<file path="config.mk">
export PLATFORM = sky130hd
export DESIGN_NAME = marker_length_checksum_deframer
export DESIGN_NICKNAME = d
export VERILOG_FILES = /design/src/hw/rtl/mlcd_pkg.sv /design/src/hw/rtl/mlcd_in_reg.sv /design/src/hw/rtl/mlcd_frame_fsm.sv /design/src/hw/rtl/marker_length_checksum_deframer.sv
export SDC_FILE = /design/constraint.sdc
export NUM_CORES = 1
export LEC_CHECK = 0
export BUFFER_PORTS_ARGS = -buffer_cell sky130_fd_sc_hd__buf_2
export CAP_MARGIN = 0
export CORE_ASPECT_RATIO = 1.75
export CORE_MARGIN = 5
export CORE_UTILIZATION = 35
export CTS_BUF_LIST = sky130_fd_sc_hd__clkbuf_4
export DETAILED_ROUTE_END_ITERATION = 8
export MAX_ROUTING_LAYER = met4
export PLACE_DENSITY = 0.55
export SETUP_SLACK_MARGIN = 0.02
export SLEW_MARGIN = 20
export SYNTH_ARGS = -nofsm -noshare
export SYNTH_HDL_FRONTEND = slang
export SYNTH_SLANG_ARGS = --single-unit
</file>
<file path="constraint.sdc">
create_clock -name clk -period 3.3 [get_ports clk]
set_input_delay 0.495 -clock clk [delete_from_list [all_inputs] [get_ports clk]]
set_output_delay 0.495 -clock clk [all_outputs]
set_load 0.02 [all_outputs]
</file>
<file path="src/hw/rtl/mlcd_pkg.sv">
// Shared types and constants for the marker/length/checksum deframer.
// Used by every module of the block; depends on nothing else.

package mlcd_pkg;

    localparam int BYTE_W  = 8;
    localparam int WORD_W  = 16;
    localparam int CFG_IDX_W = 1;

    // Configuration register indexes.
    localparam logic [CFG_IDX_W-1:0] CFG_FIRST_MARKER  = 1'b0;
    localparam logic [CFG_IDX_W-1:0] CFG_SECOND_MARKER = 1'b1;

    // Input item function codes.
    localparam logic FUNC_BYTE    = 1'b0;
    localparam logic FUNC_RESTART = 1'b1;

    // One result item.
    typedef struct packed {
        logic [BYTE_W-1:0] out_byte;
        logic              byte_valid;
        logic              frame_end;
        logic              checksum_ok;
        logic [WORD_W-1:0] frame_length;
    } result_t;

    // An input item held in the input register.
    typedef struct packed {
        logic              func;
        logic [BYTE_W-1:0] in_byte;
    } item_t;

endpackage

</file>
<file path="src/hw/rtl/mlcd_in_reg.sv">
// Input register of the deframer: holds one accepted transfer until the
// frame state machine takes it. Depends on mlcd_pkg.

module mlcd_in_reg
    import mlcd_pkg::*;
(
    input  logic  clk,
    input  logic  rst_n,
    input  logic  in_valid,
    output logic  in_ready,
    input  item_t in_item,
    output logic  hold_valid,
    output item_t hold_item,
    input  logic  take
);

    logic  hold_valid_reg;
    logic  hold_valid_next;
    item_t hold_item_reg;

    // The register may refill in the same cycle its content moves on.
    assign in_ready = !hold_valid_reg || take;

    always_comb
    begin
        hold_valid_next = hold_valid_reg;
        if (in_valid && in_ready)
        begin
            hold_valid_next = 1'b1;
        end
        else if (take)
        begin
            hold_valid_next = 1'b0;
        end
    end

    always_ff @(posedge clk or negedge rst_n)
    begin
        if (!rst_n)
        begin
            hold_valid_reg <= 1'b0;
        end
        else
        begin
            hold_valid_reg <= hold_valid_next;
        end
    end

    always_ff @(posedge clk)
    begin
        if (in_valid && in_ready)
        begin
            hold_item_reg <= in_item;
        end
    end

    assign hold_valid = hold_valid_reg;
    assign hold_item  = hold_item_reg;

endmodule

</file>
<file path="src/hw/rtl/mlcd_frame_fsm.sv">
// Frame state machine of the deframer: marker hunt, header capture and the
// payload checksum. Produces the result of one item combinationally.
// Depends on mlcd_pkg.

module mlcd_frame_fsm
    import mlcd_pkg::*;
(
    input  logic              clk,
    input  logic              rst_n,
    input  logic              step,
    input  item_t             item,
    input  logic [BYTE_W-1:0] first_marker,
    input  logic [BYTE_W-1:0] second_marker,
    output logic              has_result,
    output result_t           result
);

    localparam logic [2:0] PH_INIT    = 3'd0;
    localparam logic [2:0] PH_WAIT1   = 3'd1;
    localparam logic [2:0] PH_WAIT2   = 3'd2;
    localparam logic [2:0] PH_LEN1    = 3'd3;
    localparam logic [2:0] PH_LEN2    = 3'd4;
    localparam logic [2:0] PH_CHECK1  = 3'd5;
    localparam logic [2:0] PH_CHECK2  = 3'd6;
    localparam logic [2:0] PH_PROCESS = 3'd7;

    logic [2:0]        phase_reg,          phase_next;
    logic [BYTE_W-1:0] length_low_reg,     length_low_next;
    logic [WORD_W-1:0] payload_length_reg, payload_length_next;
    logic [BYTE_W-1:0] check_low_reg,      check_low_next;
    logic [WORD_W-1:0] expected_sum_reg,   expected_sum_next;
    logic [WORD_W-1:0] running_sum_reg,    running_sum_next;
    logic [WORD_W-1:0] byte_count_reg,     byte_count_next;

    logic [WORD_W-1:0] sum_step;
    logic [WORD_W-1:0] count_step;
    logic              is_payload;
    logic              last;

    // Shift-XOR checksum and byte counter for a payload byte.
    assign sum_step   = {running_sum_reg[WORD_W-2:0], 1'b0} ^ {{(WORD_W-BYTE_W){1'b0}}, item.in_byte};
    assign count_step = byte_count_reg + WORD_W'(1);
    assign is_payload = (payload_length_reg != '0);
    assign last       = (count_step >= payload_length_reg);

    assign has_result = (item.func == FUNC_BYTE) && (phase_reg == PH_PROCESS);

    always_comb
    begin
        result.out_byte     = is_payload ? item.in_byte : '0;
        result.byte_valid   = is_payload;
        result.frame_end    = last;
        result.checksum_ok  = last && (sum_step == expected_sum_reg);
        result.frame_length = last ? payload_length_reg : '0;
    end

    always_comb
    begin
        phase_next          = phase_reg;
        length_low_next     = length_low_reg;
        payload_length_next = payload_length_reg;
        check_low_next      = check_low_reg;
        expected_sum_next   = expected_sum_reg;
        running_sum_next    = running_sum_reg;
        byte_count_next     = byte_count_reg;
        if (item.func == FUNC_RESTART)
        begin
            phase_next = PH_INIT;
        end
        else
        begin
            case (phase_reg)
                PH_INIT:
                begin
                    byte_count_next  = '0;
                    running_sum_next = '0;
                    phase_next = (item.in_byte == first_marker) ? PH_WAIT2 : PH_WAIT1;
                end
                PH_WAIT1:
                begin
                    if (item.in_byte == first_marker)
                    begin
                        phase_next = PH_WAIT2;
                    end
                end
                PH_WAIT2:
                begin
                    phase_next = (item.in_byte == second_marker) ? PH_LEN1 : PH_WAIT1;
                end
                PH_LEN1:
                begin
                    length_low_next = item.in_byte;
                    phase_next      = PH_LEN2;
                end
                PH_LEN2:
                begin
                    payload_length_next = {item.in_byte, length_low_reg};
                    phase_next          = PH_CHECK1;
                end
                PH_CHECK1:
                begin
                    check_low_next = item.in_byte;
                    phase_next     = PH_CHECK2;
                end
                PH_CHECK2:
                begin
                    expected_sum_next = {item.in_byte, check_low_reg};
                    phase_next        = PH_PROCESS;
                end
                default:
                begin
                    running_sum_next = sum_step;
                    byte_count_next  = count_step;
                    if (last)
                    begin
                        phase_next = PH_INIT;
                    end
                end
            endcase
        end
    end

    always_ff @(posedge clk or negedge rst_n)
    begin
        if (!rst_n)
        begin
            phase_reg          <= PH_INIT;
            length_low_reg     <= '0;
            payload_length_reg <= '0;
            check_low_reg      <= '0;
            expected_sum_reg   <= '0;
            running_sum_reg    <= '0;
            byte_count_reg     <= '0;
        end
        else if (step)
        begin
            phase_reg          <= phase_next;
            length_low_reg     <= length_low_next;
            payload_length_reg <= payload_length_next;
            check_low_reg      <= check_low_next;
            expected_sum_reg   <= expected_sum_next;
            running_sum_reg    <= running_sum_next;
            byte_count_reg     <= byte_count_next;
        end
    end

    // A restart always lands in the initial phase.
    assert property (@(posedge clk) disable iff (!rst_n)
        step && (item.func == FUNC_RESTART) |=> phase_reg == PH_INIT)
        else $error("restart did not return to the initial phase");

    // A frame end sends the machine back to hunting.
    assert property (@(posedge clk) disable iff (!rst_n)
        step && has_result && result.frame_end |=> phase_reg == PH_INIT)
        else $error("frame end did not return to the initial phase");

    // The length is assembled low byte first.
    assert property (@(posedge clk) disable iff (!rst_n)
        step && (item.func == FUNC_BYTE) && (phase_reg == PH_LEN2)
        |=> payload_length_reg == {$past(item.in_byte), $past(length_low_reg)})
        else $error("payload length assembled wrongly");

    // A good verdict is only ever reported on a frame end.
    assert property (@(posedge clk) disable iff (!rst_n)
        has_result && result.checksum_ok |-> result.frame_end)
        else $error("checksum verdict outside a frame end");

endmodule

</file>
<file path="src/hw/rtl/marker_length_checksum_deframer.sv">
// Top level of the marker/length/checksum deframer: configuration
// registers, input register, frame state machine and result register.
// Depends on mlcd_pkg, mlcd_in_reg and mlcd_frame_fsm.

// The deframer takes one received byte per transfer and hunts for a frame:
// the two marker bytes set through the configuration port, a 16-bit
// payload length and a 16-bit expected checksum (both low byte first), then
// the payload. Each payload byte comes out as one result transfer as soon
// as it is processed; the last one also carries frame_end, the checksum
// verdict and the declared length. A declared length of zero still consumes
// one byte after the header, which yields a single result with byte_valid
// low and frame_end high. Header, marker and restart transfers (func high)
// produce no result. Every transfer is held in the input register and then
// processed by the state machine, whose state update is a short compare plus
// a 16-bit shift-XOR and increment, so the block sustains one transfer per
// clock cycle unless a result waits in the full result register. The result
// register decouples the two sides: while a result waits for out_ready,
// transfers that produce no result keep flowing. Marker registers must be
// written only while the block is idle.

module marker_length_checksum_deframer
    import mlcd_pkg::*;
(
    input  logic                 clk,
    input  logic                 rst_n,
    // Configuration write port.
    input  logic                 cfg_we,
    input  logic [CFG_IDX_W-1:0] cfg_index,
    input  logic [BYTE_W-1:0]    cfg_data,
    // Input channel.
    input  logic                 in_valid,
    output logic                 in_ready,
    input  logic                 func,
    input  logic [BYTE_W-1:0]    in_byte,
    // Result channel.
    output logic                 out_valid,
    input  logic                 out_ready,
    output logic [BYTE_W-1:0]    out_byte,
    output logic                 byte_valid,
    output logic                 frame_end,
    output logic                 checksum_ok,
    output logic [WORD_W-1:0]    frame_length
);

    logic [BYTE_W-1:0] first_marker_reg;
    logic [BYTE_W-1:0] second_marker_reg;

    item_t   in_item;
    item_t   hold_item;
    logic    hold_valid;
    logic    step;
    logic    has_result;
    result_t result;

    logic    out_valid_reg;
    logic    out_valid_next;
    result_t out_data_reg;
    logic    load_out;

    // Marker registers, written directly by index.
    always_ff @(posedge clk or negedge rst_n)
    begin
        if (!rst_n)
        begin
            first_marker_reg  <= '0;
            second_marker_reg <= '0;
        end
        else if (cfg_we)
        begin
            case (cfg_index)
                CFG_FIRST_MARKER:  first_marker_reg  <= cfg_data;
                CFG_SECOND_MARKER: second_marker_reg <= cfg_data;
                default:           first_marker_reg  <= first_marker_reg;
            endcase
        end
    end

    assign in_item.func    = func;
    assign in_item.in_byte = in_byte;

    mlcd_in_reg u_in_reg (
        .clk        (clk),
        .rst_n      (rst_n),
        .in_valid   (in_valid),
        .in_ready   (in_ready),
        .in_item    (in_item),
        .hold_valid (hold_valid),
        .hold_item  (hold_item),
        .take       (step)
    );

    // The held transfer is processed when it produces no result, or when
    // the result register is empty or being emptied in this cycle.
    assign step = hold_valid && (!has_result || !out_valid_reg || out_ready);

    mlcd_frame_fsm u_frame_fsm (
        .clk           (clk),
        .rst_n         (rst_n),
        .step          (step),
        .item          (hold_item),
        .first_marker  (first_marker_reg),
        .second_marker (second_marker_reg),
        .has_result    (has_result),
        .result        (result)
    );

    assign load_out = step && has_result;

    always_comb
    begin
        out_valid_next = out_valid_reg;
        if (load_out)
        begin
            out_valid_next = 1'b1;
        end
        else if (out_ready)
        begin
            out_valid_next = 1'b0;
        end
    end

    always_ff @(posedge clk or negedge rst_n)
    begin
        if (!rst_n)
        begin
            out_valid_reg <= 1'b0;
        end
        else
        begin
            out_valid_reg <= out_valid_next;
        end
    end

    always_ff @(posedge clk)
    begin
        if (load_out)
        begin
            out_data_reg <= result;
        end
    end

    assign out_valid    = out_valid_reg;
    assign out_byte     = out_data_reg.out_byte;
    assign byte_valid   = out_data_reg.byte_valid;
    assign frame_end    = out_data_reg.frame_end;
    assign checksum_ok  = out_data_reg.checksum_ok;
    assign frame_length = out_data_reg.frame_length;

endmodule

</file>
---- After elaboration in Yosys (flattened, before gate mapping) ----
Index checks and enable logic that the tools add are counted.
storage, ports and cells
  register bits after elaboration ......... 136
  input bits .............................. 23
operators by class
  add/subtract/negate cells ............... 1
  $lt $le $gt $ge ......................... 1
  eq/ne operators ......................... 11
  muxes and demuxes ....................... 12
  bitwise gates (word level) .............. 4
  reduce and logical (&&, ||, !) cells .... 25
operator list
  operator                 count
  $pmux W16 S2             1
  $pmux W15 S2             1
  $pmux W3 S7              1
  $reduce_and A3 Y1        6
  $add A16 B1 Y16 const B  1
  $eq A16 B16 Y1           1
  $eq A8 B8 Y1             2
  $ge A16 B16 Y1           1
  $reduce_bool A16 Y1      1
  $xor A16 B8 Y16          1
  $eq A3 B3 Y1 const B     4
  $mux W3                  3
  $reduce_bool A9 Y1       1
  $eq A3 B2 Y1 const B     2
  $reduce_or A6 Y1         1
  $logic_and A1 B1 Y1      5
  $mux W1                  4
  $mux W2                  2
  $reduce_and A2 Y1        2
  $reduce_bool A2 Y1       2
  $eq A3 B1 Y1 const B     1
  $logic_not A1 Y1         3
  $logic_not A3 Y1         1
  $logic_or A1 B1 Y1       3
  other kinds (2)          4

---- Logic depth before layout (Yosys ltp) ----
  depth after elaboration ................. 9
  depth in mapped cells ................... 14

---- By module ----
A second synthesis with hierarchy kept.
unflattened totals
  cells, all modules ...................... 527
  area, all modules ....................... 6302.3 µm²
modules (own cells, without submodules)
  module                           instances  cells each  area an instance (µm²)  sequential area each (µm²)
  mlcd_frame_fsm                   1          446         4500.6                  2052.0
  marker_length_checksum_deframer  1          68          1477.7                  1236.2
  mlcd_in_reg                      1          13          324.1                   295.3

---- Worst setup path before layout ----
Ideal clock, no wire load.
  kind .................................... reg-to-reg
  start ................................... register u_frame_fsm.byte_count_reg[0]
  end ..................................... register out_data_reg (netlist bit frame_length[11]), data pin
  library setup time ...................... 0.253 ns
  data arrival time ....................... 2.898 ns
  path slack .............................. 0.149 ns
  stages on the path, launching flop included .. 15
  path buffers ............................ 1
  cells stage by stage .................... dfrtp_1 -> ha_1 -> nand3_1 -> nor2_1 -> and3_1 -> and3_1 -> xnor2_1 -> ha_1 -> nand2_1 -> or3_1 -> nor3_1 -> o31a_1 -> nor3_4 -> buf_4 -> nor2_1
on the way
  word-level cells in the longest chain between the ends .. 2
ends and longest elaborated chain
  item                    line                                    RTL
  from (decl)             mlcd_frame_fsm.sv:33                    logic [WORD_W-1:0] byte_count_reg, byte_count_next;
  from (signal assigned)  mlcd_frame_fsm.sv:143                   byte_count_reg <= byte_count_next;
  $add A16 B1 Y16         mlcd_frame_fsm.sv:42                    assign count_step = byte_count_reg + WORD_W'(1);
  $ge A16 B16 Y1          mlcd_frame_fsm.sv:44                    assign last = (count_step >= payload_length_reg);
  to (signal assigned)    marker_length_checksum_deframer.sv:138  out_data_reg <= result;
  to (decl)               marker_length_checksum_deframer.sv:57   result_t out_data_reg;
No other way between the ends.
A chain may end at the register's enable or synchronous reset.

---- Final worst setup path ----
  start ................................... register u_frame_fsm.byte_count_reg[0]
  end ..................................... register out_data_reg (netlist bit frame_length[15]), data pin
Same word-level chain as after synthesis.

==> results.ini <==
[route]
drt_iter0_drc=319
routed_via_density=4.94
routed_wl_mm=14.0
first_pass_iters=4
vias=4090
ant_nets=0
drc=0
wl_per_cell_um=16.9

[power_and_ir_drop]
p_sw_share_pct=33.0
p_seq_share_pct=52.3
power_uw=4320
leakagePower_uw=0.00312
intPower_uw=2900
p_switching_uw=1420
p_comb_share_pct=22.0
p_clk_share_pct=25.7
power.density_mw_per_mm2=608
ir_drop_v=0.000191

[cts]
clock_latency_ps=550
cts.sinks=136
clk_pin_slew_worst_paths_ps=160
cts_max_level=4
cts_buffers=17
cts_tree=done
cts_root_buf=clkbuf_4
clock_path_buffers=2

[final_layout]
register_area_mm2=0.00358
utilization_pct=40.7
syn2layout_area_growth_pct=14.4
fillCellCount=1732
final_cell_area_mm2=0.00711
nets=623
instances_no_fill=828
drive_gt1_share_pct=26.5
multi_input_area_mm2=0.00246

[timing]
min_period_ps=3060
skew_ps=33.2
tns_ps=0
setup_violations=0
drv_slew=0
hold_viol_final=0
max_slew_margin_pct=49.5
fmax_mhz=327
tightest_slew_ps=756
fin_crit_sh_pct=92.8
rsz0062_at_grt=false

[setup_path]
worstPathArrival_ps=3350
cp.required_ps=3590
path_max_fanout=17
critPathCaptureType=flop
crit_family=simple AND/OR/NAND/NOR gates
cp-start-kind=flop
path_cells=ha_2, nand3_1, buf_4, nor4_1, and2_1, xor2_1, ha_1, and4_1, o31a_1, nor3_4, buf_6, nor2_1
crit_type=reg -> reg
slowest_stage=nor4_1
crit_buf_inv=2
max_stage_delay_ps=410

[yosys]
postSynth.asyncResetShare_pct=73.5
synth.largest_area_cell=dfrtp_1
ys_seq_area_share_pct=57.7
synthesis.area_mm2=0.00621
syn-num-nets=559
synth-seq-cells=136
avgSynthCellArea_um2=12.0
synth_ff_type=dfrtp_1
synthCells=519
ys_warn_count=0
yosysUniqueCellTypes=42
synth_edf_count=36
synth.top_cell.area_share_pct=40.3
netlist_top_cells_area=dfrtp_1 40%, edfxtp_1 17%, mux2_2 8.9%, xor2_1 3.8%, xnor2_1 3.7%

[grt]
grt_max_degree=49
grt_overflow=0
antenna_found_initial=1
grt_pass1_wl_mm=22.8
grt_pass1_vias=4324
grtUsageTotal_pct=14.6

[run]
cap_violations=0

[placed_design]
place_area_mm2=0.00680
finalWeightedCongestion=0.866
place_inst=793
dp_hpwl_mm=10.2
portBuffers=51

[die]
die_area_mm2=0.0206
die_height_um=186
boundaryPins=52
initial_core_util_pct=35.6
coreArea_mm2=0.0175
fp-row-count=64
die_w_um=111

[worst_hold_path]
hold_class=in -> reg

[status]
status=completed

[worst paths after layout]
kind | startpoint | end | slack, ps | cells after the start
min in group asynchronous | rst_n | first_marker_reg[1]$_DFFE_PN0P_ | 500 | 2
min | in_byte[3] | u_in_reg.hold_item[3]$_DFFE_PP_ | 110 | 1
max in group asynchronous | rst_n | u_frame_fsm.byte_count_reg[14]$_DFFE_PN0P_ | 1980 | 3
max | u_frame_fsm.byte_count_reg[0]$_DFFE_PN0P_ | frame_length[15]$_SDFFCE_PN0P_ | 240 | 12
min reg2reg | u_frame_fsm.length_low_reg[1]$_DFFE_PN0P_ | u_frame_fsm.payload_length_reg[1]$_DFFE_PN0P_ | 500 | 2
max reg2reg | u_frame_fsm.byte_count_reg[0]$_DFFE_PN0P_ | frame_length[15]$_SDFFCE_PN0P_ | 240 | 12
[cell families (layout without fill, tap and decap cells)]
logic type                 count (synthesis)  in the layout  share of synthesized area, %
AOI/OAI and AO/OA                         82             82                          8.52
xor gates and xnor gates                  53             53                          7.47
adders and majority gates                 17             17                          3.42
buffers and inverters                     44            121                          2.84
DFF                                      136            136                          57.7
muxes                                     49             49                          8.88
other                                      0              1                             0
and+or+nand+nor                          138            138                          11.2
[synthesized netlist by cell type, types with 5 or more instances]
library cell,count
a21oi_1,7
a22o_1,16
and2_1,12
buf_2,6
clkbuf_1,15
dfrtp_1,100
edfxtp_1,36
ha_1,17
inv_1,20
mux2_2,49
nand2_1,39
nand3_1,6
nand4_1,10
nor2_1,34
nor3_1,5
nor4_1,9
o21ai_0,39
o31ai_1,7
xnor2_1,26
xor2_1,27
[per-stage QoR]
stage,hold WS (ps),setup slack (ps)
floorplan,199,149
finish,108,238
detailed placement,472,164
global route,45.4,61.4
global placement,460,230
CTS,75.9,116
[power by group through the flow]
stage / Combinational [uW] / Clock, uW / Sequential [uW]
after global placement: 926 / 0 / 2280
after floorplan: 724 / 0 / 2200
final: 952 / 1110 / 2260
after global routing: 1060 / 1220 / 2300
after detailed placement: 961 / 0 / 2300
after CTS: 965 / 1140 / 2260
[repair_timing]
| action | 4_1_cts | 5_1_grt |
|---|---|---|
| endpoints found under the setup margin | 0 | 20 |
| setup buffers | 0 | 1 |
| hold buffers | 1 | 0 |
| hold endpoints to repair | 46 | 0 |
| resized for setup | 0 | 2 |
[per-layer routing]
layer	share of wire, %	global-route usage (%)	up-vias
met2	56	27.0	68
li1	-	-	1970
met3	2.4	2.62	21
met4	2.5	6.07	0
met1	39	15.4	2031
met5	0	-	-
[cells in the final DEF, fill, tap and decap left out, drive strengths merged, types with 6 or more instances in the layout]
cell type / Yosys / final
nand4: 10 / 10
edfxtp: 36 / 36
o21ai: 40 / 40
nand2: 39 / 39
xor2: 27 / 27
inv: 20 / 28
dfrtp: 100 / 100
nand3: 6 / 6
mux2: 49 / 49
nor4: 9 / 9
a22o: 16 / 16
clkbuf: 15 / 17
nor3: 7 / 7
ha: 17 / 17
xnor2: 26 / 26
a21oi: 7 / 7
o31ai: 7 / 7
buf: 9 / 68
nor2: 34 / 34
and2: 12 / 12
[layout make-up]
class / instances / share of cell area [%]
Antenna cell: 1 / 0.0352
Clock buffer: 17 / 1.80
Timing Repair Buffer: 69 / 5.79
Inverter: 20 / 1.06
Clock inverter: 15 / 2.22
Multi-Input combinational cell: 339 / 34.6
Sequential cell: 136 / 50.4
Tap cell: 231 / 4.07
Power figures use the tool's default switching activity.
